### config.mk
export PLATFORM = sky130hd
export DESIGN_NAME = positional_insert_remove_list_unit
export DESIGN_NICKNAME = d
export VERILOG_FILES = /design/src/design/pirl_pkg.sv /design/src/design/positional_insert_remove_list_unit.sv /design/src/design/pirl_ram.sv /design/src/design/pirl_ctrl.sv /design/src/design/pirl_dp.sv
export SDC_FILE = /design/constraint.sdc
export NUM_CORES = 2
export LEC_CHECK = 0
export ABC_AREA = 0
export BUFFER_PORTS_ARGS = -buffer_cell sky130_fd_sc_hd__buf_4
export CORE_AREA = 2 2 469 471
export DETAILED_ROUTE_END_ITERATION = 8
export DIE_AREA = 0 0 471 473
export PLACE_DENSITY_LB_ADDON = 0.25
export SLEW_MARGIN = 20
export SYNTH_ARGS = -nofsm -noshare
export SYNTH_HDL_FRONTEND = slang
export SYNTH_SLANG_ARGS = --single-unit
### constraint.sdc
create_clock -name clk -period 4.61 [get_ports clk]
set_input_delay 0 -clock clk [delete_from_list [all_inputs] [get_ports clk]]
set_output_delay 0 -clock clk [all_outputs]
set_load 0.01 [all_outputs]
### src/design/pirl_pkg.sv
package pirl_pkg;

	localparam int CAPACITY_DEF    = 64;
	localparam int ENTRY_WIDTH_DEF = 32;

	localparam int MODE_W   = 3;
	localparam int POS_W    = 7;
	localparam int WORD_W   = 32;
	localparam int STATUS_W = 2;
	localparam int COUNT_W  = 7;
	localparam int LIMIT_W  = 7;

	localparam logic [LIMIT_W-1:0] LIMIT_RESET = 7'd64;

	// APB: one register, byte address 4*index
	localparam int APB_ADDR_W = 3;
	localparam int APB_DATA_W = 32;
	localparam logic REG_CAPACITY_LIMIT = 1'b0;

	// stream packing, zero filled to whole bytes
	localparam int S_TDATA_W = ((POS_W + WORD_W + 7) / 8) * 8;
	localparam int M_TDATA_W = ((WORD_W + COUNT_W + 7) / 8) * 8;

	typedef enum logic [MODE_W-1:0] {
		MODE_INS_FRONT = 3'd0,
		MODE_INS_BACK  = 3'd1,
		MODE_INS_AT    = 3'd2,
		MODE_REM_FRONT = 3'd3,
		MODE_REM_BACK  = 3'd4,
		MODE_REM_AT    = 3'd5
	} mode_t;

	typedef enum logic [STATUS_W-1:0] {
		ST_OK    = 2'd0,
		ST_FULL  = 2'd1,
		ST_EMPTY = 2'd2,
		ST_RANGE = 2'd3
	} status_t;

	typedef struct packed {
		logic load;
		logic eval;
		logic move;
		logic commit;
		logic resp;
	} ctrl_cmd_t;

	typedef struct packed {
		logic go;
		logic move_done;
		logic out_free;
	} dp_sts_t;

endpackage

### src/design/positional_insert_remove_list_unit.sv
// Channel   Dir  Width  Contents
// apb       in   32     capacity_limit at byte address 0 (bits 6:0)
// s_*       in   40     tdata: position, entry_in; tuser: mode
// m_*       out  40     tdata: entry_out, entry_count; tuser: status
//
// One request at a time. An accepted request passes EVAL, MOVE, COMMIT and RESP;
// the MOVE sweep covers n = count - at entries. A rejected or unused-mode request
// goes from EVAL straight to RESP. The sweep through the list memory reads one
// word and writes one per cycle.
// Reset clears the count and the control state; list contents are not cleared.
// The result register lets a new request in while the last result waits on
// m_tready; a stalled result holds the unit before its next result.
module positional_insert_remove_list_unit #(
	parameter int CAPACITY    = pirl_pkg::CAPACITY_DEF,
	parameter int ENTRY_WIDTH = pirl_pkg::ENTRY_WIDTH_DEF
) (
	input  logic                            clk,
	input  logic                            arst_n,
	// configuration
	input  logic                            psel,
	input  logic                            penable,
	input  logic                            pwrite,
	input  logic [pirl_pkg::APB_ADDR_W-1:0] paddr,
	input  logic [pirl_pkg::APB_DATA_W-1:0] pwdata,
	output logic [pirl_pkg::APB_DATA_W-1:0] prdata,
	output logic                            pready,
	// requests
	input  logic                            s_tvalid,
	output logic                            s_tready,
	input  logic [pirl_pkg::S_TDATA_W-1:0]  s_tdata,  // position[6:0], entry_in[38:7], pad
	input  logic [pirl_pkg::MODE_W-1:0]     s_tuser,  // mode[2:0]
	// results
	output logic                            m_tvalid,
	input  logic                            m_tready,
	output logic [pirl_pkg::M_TDATA_W-1:0]  m_tdata,  // entry_out[31:0], entry_count[38:32], pad
	output logic [pirl_pkg::STATUS_W-1:0]   m_tuser   // status[1:0]
);

	import pirl_pkg::*;

	localparam int PAD_W = M_TDATA_W - WORD_W - COUNT_W;

	logic [LIMIT_W-1:0]  limit_q;
	logic                cfg_wr;
	ctrl_cmd_t           cmd;
	dp_sts_t             sts;
	logic [WORD_W-1:0]   entry_out;
	logic [STATUS_W-1:0] status;
	logic [COUNT_W-1:0]  entry_count;

	// APB: zero wait, register picked by word index
	assign pready = 1'b1;
	assign cfg_wr = psel && penable && pwrite && pready
		&& (paddr[APB_ADDR_W-1] == REG_CAPACITY_LIMIT);

	always_ff @(posedge clk or negedge arst_n) begin
		if (!arst_n) begin
			limit_q <= LIMIT_RESET;
		end else if (cfg_wr) begin
			limit_q <= pwdata[LIMIT_W-1:0];
		end
	end

	assign prdata = (paddr[APB_ADDR_W-1] == REG_CAPACITY_LIMIT)
		? APB_DATA_W'(limit_q) : '0;

	pirl_ctrl u_ctrl (
		.clk      (clk),
		.arst_n   (arst_n),
		.s_tvalid (s_tvalid),
		.s_tready (s_tready),
		.sts      (sts),
		.cmd      (cmd)
	);

	pirl_dp #(
		.CAPACITY    (CAPACITY),
		.ENTRY_WIDTH (ENTRY_WIDTH)
	) u_dp (
		.clk         (clk),
		.arst_n      (arst_n),
		.cmd         (cmd),
		.sts         (sts),
		.mode        (s_tuser),
		.position    (s_tdata[POS_W-1:0]),
		.entry_in    (s_tdata[POS_W+WORD_W-1:POS_W]),
		.limit       (limit_q),
		.m_tready    (m_tready),
		.m_tvalid    (m_tvalid),
		.entry_out   (entry_out),
		.status      (status),
		.entry_count (entry_count)
	);

	assign m_tdata = {PAD_W'(0), entry_count, entry_out};
	assign m_tuser = status;

	// one request in flight: the unit closes right after a transfer in
	a_one_in_flight: assert property (@(posedge clk) disable iff (!arst_n)
		(s_tvalid && s_tready) |=> !s_tready)
		else $error("request taken while busy");

	// inserts rejected as full return no word
	a_full_no_word: assert property (@(posedge clk) disable iff (!arst_n)
		(m_tvalid && (m_tuser == ST_FULL)) |-> (m_tdata[WORD_W-1:0] == '0))
		else $error("full status with nonzero word");

	// empty status only on an empty list
	a_empty_count: assert property (@(posedge clk) disable iff (!arst_n)
		(m_tvalid && (m_tuser == ST_EMPTY)) |-> (m_tdata[WORD_W+COUNT_W-1:WORD_W] == '0))
		else $error("empty status with entries held");

	// count stays within storage
	a_count_cap: assert property (@(posedge clk) disable iff (!arst_n)
		m_tvalid |-> (32'(m_tdata[WORD_W+COUNT_W-1:WORD_W]) <= 32'(CAPACITY)))
		else $error("entry count above capacity");

endmodule

### src/design/pirl_ram.sv
module pirl_ram #(
	parameter int WIDTH = 32,
	parameter int DEPTH = 64
) (
	input  logic                     clk,
	input  logic                     we,
	input  logic [$clog2(DEPTH)-1:0] waddr,
	input  logic [WIDTH-1:0]         wdata,
	input  logic                     re,
	input  logic [$clog2(DEPTH)-1:0] raddr,
	output logic [WIDTH-1:0]         rdata
);

	logic [WIDTH-1:0] mem [DEPTH];

	always_ff @(posedge clk) begin
		if (we) begin
			mem[waddr] <= wdata;
		end
		if (re) begin
			rdata <= mem[raddr];
		end
	end

endmodule

### src/design/pirl_ctrl.sv
module pirl_ctrl (
	input  logic                 clk,
	input  logic                 arst_n,
	input  logic                 s_tvalid,
	output logic                 s_tready,
	input  pirl_pkg::dp_sts_t    sts,
	output pirl_pkg::ctrl_cmd_t  cmd
);

	import pirl_pkg::*;

	typedef enum logic [4:0] {
		IDLE   = 5'b00001,
		EVAL   = 5'b00010,
		MOVE   = 5'b00100,
		COMMIT = 5'b01000,
		RESP   = 5'b10000
	} state_t;

	state_t state_q, state_d;

	always_comb begin
		state_d = state_q;
		unique case (state_q)
			IDLE: begin
				if (s_tvalid) state_d = EVAL;
			end
			EVAL: begin
				state_d = sts.go ? MOVE : RESP;
			end
			MOVE: begin
				if (sts.move_done) state_d = COMMIT;
			end
			COMMIT: begin
				state_d = RESP;
			end
			RESP: begin
				if (sts.out_free) state_d = IDLE;
			end
			default: begin
				state_d = IDLE;
			end
		endcase
	end

	always_ff @(posedge clk or negedge arst_n) begin
		if (!arst_n) begin
			state_q <= IDLE;
		end else begin
			state_q <= state_d;
		end
	end

	assign s_tready   = (state_q == IDLE);
	assign cmd.load   = (state_q == IDLE) && s_tvalid;
	assign cmd.eval   = (state_q == EVAL);
	assign cmd.move   = (state_q == MOVE);
	assign cmd.commit = (state_q == COMMIT);
	assign cmd.resp   = (state_q == RESP);

endmodule

### src/design/pirl_dp.sv
module pirl_dp #(
	parameter int CAPACITY    = pirl_pkg::CAPACITY_DEF,
	parameter int ENTRY_WIDTH = pirl_pkg::ENTRY_WIDTH_DEF
) (
	input  logic                          clk,
	input  logic                          arst_n,
	input  pirl_pkg::ctrl_cmd_t           cmd,
	output pirl_pkg::dp_sts_t             sts,
	input  logic [pirl_pkg::MODE_W-1:0]   mode,
	input  logic [pirl_pkg::POS_W-1:0]    position,
	input  logic [pirl_pkg::WORD_W-1:0]   entry_in,
	input  logic [pirl_pkg::LIMIT_W-1:0]  limit,
	input  logic                          m_tready,
	output logic                          m_tvalid,
	output logic [pirl_pkg::WORD_W-1:0]   entry_out,
	output logic [pirl_pkg::STATUS_W-1:0] status,
	output logic [pirl_pkg::COUNT_W-1:0]  entry_count
);

	import pirl_pkg::*;

	localparam int AW = $clog2(CAPACITY);
	localparam int CW = $clog2(CAPACITY + 1);
	localparam int XW = (CW > POS_W) ? CW : POS_W;

	// request, latched at accept
	logic [MODE_W-1:0]      mode_q;
	logic [POS_W-1:0]       pos_q;
	logic [ENTRY_WIDTH-1:0] word_q;
	logic [63:0]            word_wide;

	// list state and sweep control
	logic [CW-1:0]          count_q;
	logic [CW-1:0]          reads_left_q;
	logic [AW-1:0]          idx_q;
	logic                   pend_q;
	logic [AW-1:0]          pend_addr_q;
	logic [AW-1:0]          at_q;
	logic                   ins_q;
	status_t                status_q;
	logic [ENTRY_WIDTH-1:0] removed_q;
	logic [63:0]            removed_wide;

	// output register
	logic                   out_valid_q;
	logic [WORD_W-1:0]      out_word_q;
	logic [STATUS_W-1:0]    out_status_q;
	logic [COUNT_W-1:0]     out_count_q;
	logic                   out_free;

	// request check
	logic [XW-1:0]          count_x, pos_x, lim_x, at_x;
	logic                   is_ins, is_rem;
	status_t                eval_status;
	logic                   go;

	// memory ports
	logic                   ram_we;
	logic [AW-1:0]          ram_waddr;
	logic [ENTRY_WIDTH-1:0] ram_wdata;
	logic                   ram_re;
	logic [ENTRY_WIDTH-1:0] ram_rdata;

	assign word_wide    = 64'(entry_in);
	assign removed_wide = 64'(removed_q);

	assign count_x = XW'(count_q);
	assign pos_x   = XW'(pos_q);
	assign lim_x   = (XW'(limit) > XW'(CAPACITY)) ? XW'(CAPACITY) : XW'(limit);

	always_comb begin
		is_ins = 1'b0;
		is_rem = 1'b0;
		at_x   = '0;
		unique case (mode_q)
			MODE_INS_FRONT: begin
				is_ins = 1'b1;
			end
			MODE_INS_BACK: begin
				is_ins = 1'b1;
				at_x   = count_x;
			end
			MODE_INS_AT: begin
				is_ins = 1'b1;
				at_x   = pos_x;
			end
			MODE_REM_FRONT: begin
				is_rem = 1'b1;
			end
			MODE_REM_BACK: begin
				is_rem = 1'b1;
				at_x   = (count_x == '0) ? '0 : count_x - XW'(1);
			end
			MODE_REM_AT: begin
				is_rem = 1'b1;
				at_x   = pos_x;
			end
			default: begin
				is_ins = 1'b0;
			end
		endcase
	end

	// full/empty checked ahead of range
	always_comb begin
		eval_status = ST_OK;
		if (is_ins) begin
			if (count_x >= lim_x)   eval_status = ST_FULL;
			else if (at_x > count_x) eval_status = ST_RANGE;
		end else if (is_rem) begin
			if (count_x == '0)        eval_status = ST_EMPTY;
			else if (at_x >= count_x) eval_status = ST_RANGE;
		end
	end

	assign go = (is_ins || is_rem) && (eval_status == ST_OK);

	// sweep: insert reads count-1 down to at and writes one up;
	// remove reads at up to count-1, first word is the result, rest move down
	assign ram_re = cmd.move && (reads_left_q != '0);

	always_comb begin
		ram_we    = 1'b0;
		ram_waddr = at_q;
		ram_wdata = word_q;
		if (cmd.commit && ins_q) begin
			ram_we = 1'b1;
		end else if (cmd.move && pend_q) begin
			ram_wdata = ram_rdata;
			if (ins_q) begin
				ram_we    = 1'b1;
				ram_waddr = pend_addr_q + AW'(1);
			end else if (pend_addr_q != at_q) begin
				ram_we    = 1'b1;
				ram_waddr = pend_addr_q - AW'(1);
			end
		end
	end

	pirl_ram #(
		.WIDTH (ENTRY_WIDTH),
		.DEPTH (CAPACITY)
	) u_ram (
		.clk   (clk),
		.we    (ram_we),
		.waddr (ram_waddr),
		.wdata (ram_wdata),
		.re    (ram_re),
		.raddr (idx_q),
		.rdata (ram_rdata)
	);

	assign out_free = !out_valid_q || m_tready;

	always_ff @(posedge clk or negedge arst_n) begin
		if (!arst_n) begin
			count_q      <= '0;
			reads_left_q <= '0;
			idx_q        <= '0;
			pend_q       <= 1'b0;
			out_valid_q  <= 1'b0;
		end else begin
			if (cmd.eval) begin
				reads_left_q <= CW'(count_x - at_x);
				idx_q        <= is_ins ? AW'(count_x - XW'(1)) : AW'(at_x);
				pend_q       <= 1'b0;
			end else if (cmd.move) begin
				pend_q <= ram_re;
				if (ram_re) begin
					reads_left_q <= reads_left_q - CW'(1);
					idx_q        <= ins_q ? idx_q - AW'(1) : idx_q + AW'(1);
				end
			end
			if (cmd.commit) begin
				count_q <= ins_q ? count_q + CW'(1) : count_q - CW'(1);
			end
			if (cmd.resp && out_free) begin
				out_valid_q <= 1'b1;
			end else if (m_tready) begin
				out_valid_q <= 1'b0;
			end
		end
	end

	always_ff @(posedge clk) begin
		if (cmd.load) begin
			mode_q <= mode;
			pos_q  <= position;
			word_q <= word_wide[ENTRY_WIDTH-1:0];
		end
		if (cmd.eval) begin
			status_q  <= eval_status;
			ins_q     <= is_ins;
			at_q      <= AW'(at_x);
			removed_q <= '0;
		end
		if (cmd.move) begin
			pend_addr_q <= idx_q;
			if (pend_q && !ins_q && (pend_addr_q == at_q)) begin
				removed_q <= ram_rdata;
			end
		end
		if (cmd.resp && out_free) begin
			out_word_q   <= removed_wide[WORD_W-1:0];
			out_status_q <= status_q;
			out_count_q  <= COUNT_W'(count_q);
		end
	end

	assign sts.go        = go;
	assign sts.move_done = (reads_left_q == '0) && !pend_q;
	assign sts.out_free  = out_free;

	assign m_tvalid    = out_valid_q;
	assign entry_out   = out_word_q;
	assign status      = out_status_q;
	assign entry_count = out_count_q;

endmodule
==> results.rst <==
.. list-table::
   :header-rows: 1

   * - Metric
     - Value
   * - Portion of the clock cycle consumed by the worst path in the final layout
     - just under 90%
   * - Total of max-cap violations
     - 0
   * - Signed area change from the synthesized netlist to the final layout
     - 16.49%
   * - Number of buffers created by CTS
     - around 220
   * - Hold Path Depth
     - 4
   * - Global-route usage over all layers
     - 20.37%
   * - Number of buffers between clock root and the deepest sink
     - 3
   * - Remaining number of nets flagged by the antenna check after routing
     - 0
   * - Parity-gate share of the synthesized area counting xor and xnor cells
     - less than 1%
   * - Switching fraction of total power
     - 30.15%
   * - Net count, final
     - about 4500
   * - Synth area leaders
     - sky130_fd_sc_hd__edfxtp_1 (75%), sky130_fd_sc_hd__mux4_2 (15%), sky130_fd_sc_hd__mux2i_1 (1.1%), sky130_fd_sc_hd__nand2_1 (0.98%), sky130_fd_sc_hd__dfrtp_1 (0.92%)
   * - Ratio of cells with drive above 1 in the final layout
     - 28.65%
   * - Endpoint class of the critical path
     - register
   * - Post-detailed-route wirelength per cell
     - 30.46 um
   * - Total routed wirelength
     - approximately 230 mm
   * - Type of the setup path with the least slack
     - register to register
   * - Number of levels in the clock H-tree
     - 4
   * - Final Slew Violations
     - 0
   * - Clock skew
     - between 0.06 and 0.07 ns
   * - Area of the multi-input gates
     - 19290 um2
   * - Height of the chip
     - around 470 um
   * - RePlAce Congestion
     - 0.8779
   * - Vias in the first global route
     - 42890
   * - Main combinational cell family by area after synthesis
     - multiplexers
   * - Clock insertion delay at the later pin of the skew report
     - around 0.9 ns
   * - Share of Yosys cell area claimed by the top area cell type
     - 75.34%
   * - Initial DRT Pass Iterations
     - 6
   * - Reg area
     - 66910 um2
   * - Most instantiated cells after synthesis
     - sky130_fd_sc_hd__edfxtp_1 (2178), sky130_fd_sc_hd__mux4_2 (569), sky130_fd_sc_hd__nand2_1 (227)
   * - Highest fanout seen on the critical path
     - 7
   * - Total core area
     - ~220000 um2
   * - Share of synthesized area spent on multiplexers
     - 16.06%
   * - Fraction of the mapped netlist area in adder cells
     - less than 1%
   * - Outcome
     - completed
   * - Number of buffers inserted by post-CTS setup repair
     - 0
   * - Relative contribution of combinational cells to total power
     - 26.7%
   * - Syn Std Cell Area
     - slightly below 90000 um2
   * - Static leakage power
     - 31.81 nW
   * - Sequential power share
     - 42.3%
   * - Global-route wire length before repair
     - 323.9 mm
   * - I/O pin cnt
     - about 160
   * - Hold/Removal Path Class
     - input pin to register
   * - Origin of the worst setup path
     - u_dp.count_q[1]
   * - Relative contribution of the clock network to total power
     - a little under a third
   * - Min-Delay Startpoint
     - m_tready
   * - Avg Cell Area, Syn
     - approximately 22 um2
   * - Gate count after technology mapping
     - approximately 4000
   * - Clock-pin transition on the worst setup and hold timing paths
     - about 0.06 ns
   * - Buffer type at the clock tree root
     - sky130_fd_sc_hd__clkbuf_16
   * - Number of resized instances in the post-cts repair step
     - 0
   * - Relative slew margins
     - between 20% and 30%
   * - Die ar.
     - 222800 um2
   * - Arrival time reported for the critical path endpoint
     - between 4 and 5 ns
   * - Worst Slack Setup Final
     - approximately 0.50 ns
   * - Total number of clock tree sinks
     - approximately 2200
   * - Die Wd
     - 471 um
   * - Number of DRC markers in iteration 0
     - 5068
   * - Worst flop-to-flop path startpoint
     - u_dp.count_q[1]
   * - Setup WS pre-CTS
     - ~0.56 ns
   * - Detail-routed via count per cell
     - about 5.7
   * - Cell type with the highest aggregate area in the netlist
     - sky130_fd_sc_hd__edfxtp_1
   * - Simple-gate area share of the yosys netlist
     - between 2 and 2.5%
   * - IO Port Bufs
     - ~110
   * - Remaining global-route overflow
     - 0
   * - Most frequent cell after synthesis
     - sky130_fd_sc_hd__edfxtp_1
   * - Starting Density
     - between 30% and 40%
   * - Areal power density over the cells
     - 566.8 nW/um2
   * - Number of endpoints with negative hold slack in the final report
     - 0
   * - EDFF count, synth
     - 2178
   * - Pin count of the biggest net entering global routing
     - 94
   * - IR drop worst, VDD
     - approximately 0.64 mV
   * - Number of filler cells placed in the layout
     - ~18000
   * - Top flip-flop cell by instance count after synthesis
     - sky130_fd_sc_hd__edfxtp_1
   * - Setup repair after global routing missed its margin
     - no
   * - Complex-gate fraction of the synthesized area
     - about 2.3%
   * - Fin Setup TNS
     - 0 ns
   * - TritonCTS clock tree
     - built
   * - Minimum clock period
     - 4.111 ns
   * - Antenna violations before repair
     - 11
   * - Count of hold-fix buffers inserted at cts
     - roughly 110
   * - WP data required
     - 5.32 ns
   * - Warnings, synthesis
     - 0
   * - Cell-internal power
     - approximately 40 mW
   * - Fmax achieved
     - between 0.2 and 0.25 GHz
   * - Share of synthesized area occupied by flip-flops and latches
     - between 70% and 80%
   * - Depth of the worst register-to-register path
     - 13
   * - Placement Rows
     - ~170
   * - Post-route DRC
     - 0
   * - Unique masters post-synth
     - 74
   * - Half-perimeter wire length of the detailed placement result
     - between 100 and 150 mm
   * - Number of setup violations in the final report
     - 0
   * - Type of origin of the critical path
     - register
   * - Vias post-DR
     - around 43000
   * - Proportion of synthesized flip-flops having asynchronous set or reset
     - 1.515%
   * - Switching power total
     - about 17 mW
   * - Number of register bits inferred by synthesis
     - 2244
   * - Slew at the pin with the worst max-slew slack
     - 1.082 ns
final timing paths:
| kind | endpoint | slack, ns |
|---|---|---|
| min in group asynchronous | u_dp.m_tvalid | 0.19 |
| max reg2reg | u_ctrl.state_q[4] | 0.50 |
| min reg2reg | u_dp.entry_out[9] | 0.43 |
| max | u_ctrl.state_q[4] | 0.50 |
| max in group asynchronous | u_ctrl.state_q[0] | 4.15 |
| min | u_ctrl.state_q[4] | 0.18 |
through the flow:
| step | hold slack, ns | instance area, um2 | std cells | total power, mW | util [%] |
|---|---|---|---|---|---|
| 3_5_place_dp | -0.01044 | 92830 | 6964 | 39.98 | 42.54 |
| 3_3_place_gp | -0.007347 | 92800 | 6963 | 39.87 | 42.53 |
| 6_report | 0.1835 | 101100 | 7490 | 57.32 | 46.34 |
| 4_1_cts | 0.09291 | 101100 | 7489 | 57.77 | 46.34 |
| 5_1_grt | 0.1639 | 101100 | 7490 | 59.27 | 46.34 |
| 2_1_floorplan | -0.2956 | 86910 | 4027 | 34.12 | - |
kinds of logic (layout without fill, tap and decap cells):
group	Yosys count	in the layout
other	2	28
multiplexers	680	680
buffers and inverters	270	861
flip-flops	2244	2244
adder cells (fa/ha/maj)	27	27
AND/OR/NAND/NOR	457	457
AO/OA/AOI/OAI	290	290
XOR/XNOR	32	32
power by group through the flow:
stage	sequential (mW)	combinational [mW]	clock [mW]
floorplan	24.3	9.82	0
global placement	24.7	15.2	0
detailed placement	24.7	15.3	0
CTS	24.2	15.4	18.1
global route	24.2	16.1	18.9
finish	24.2	15.3	17.8
worst max-delay path, stage by stage (launching register included):
cell and delay (ns):
sky130_fd_sc_hd__dfrtp_1 0.52, sky130_fd_sc_hd__inv_1 0.20, sky130_fd_sc_hd__ha_1 0.22, sky130_fd_sc_hd__and4b_1 0.26
sky130_fd_sc_hd__nor3b_2 0.42, sky130_fd_sc_hd__a222oi_1 0.24, sky130_fd_sc_hd__ha_1 0.40, sky130_fd_sc_hd__nand2_1 0.06
sky130_fd_sc_hd__o21ai_0 0.39, sky130_fd_sc_hd__a31o_2 0.27, sky130_fd_sc_hd__o21ai_0 0.08, sky130_fd_sc_hd__a22o_1 0.26
sky130_fd_sc_hd__a2111oi_2 0.50, sky130_fd_sc_hd__o211ai_1 0.15
flip-flops by register name, indices dropped and copies added, names as in the netlist, 6 cells and up:
register / cells
u_dp.pend_addr_q: 6
u_dp.removed_q: 32
u_dp.word_q: 32
u_dp.u_ram.mem: 2048
u_dp.entry_count: 7
u_dp.reads_left_q: 7
u_dp.count_q: 7
u_dp.idx_q: 6
u_dp.at_q: 6
u_dp.u_ram.rdata: 32
limit_q: 7
u_dp.pos_q: 7
u_dp.entry_out: 32
routing by layer:
metal	wire, um	vias to the layer above	track usage (%)
li1	-	17540	-
met1	97340	23090	29.26
met2	108100	1750	32.04
met3	16830	313	3.612
met4	5846	4	5.841
met5	36	-	0
cell usage in the layout, fill, tap and decap left out, types with 56 or more instances in the layout:
cell                            instances
sky130_fd_sc_hd__o21ai_0               75
sky130_fd_sc_hd__buf_4                254
sky130_fd_sc_hd__nor2_4                65
sky130_fd_sc_hd__clkbuf_1              56
sky130_fd_sc_hd__mux4_2               569
sky130_fd_sc_hd__mux2i_1               99
sky130_fd_sc_hd__nand2_1              195
sky130_fd_sc_hd__edfxtp_1            2178
sky130_fd_sc_hd__dlygate4sd3_1        111
sky130_fd_sc_hd__clkbuf_16            226
area by class of cell:
cell class,instances,share of cell area (%)
sequential,2244,66.17
multi-input combinational,1513,19.07
clock buffer,289,5.895
timing repair buffer,417,4.021
tap,2871,3.552
clock inverter,124,1.178
inverter,31,0.1151
antenna,1,0.002474
No activity file was read; power rests on OpenSTA's default activity.
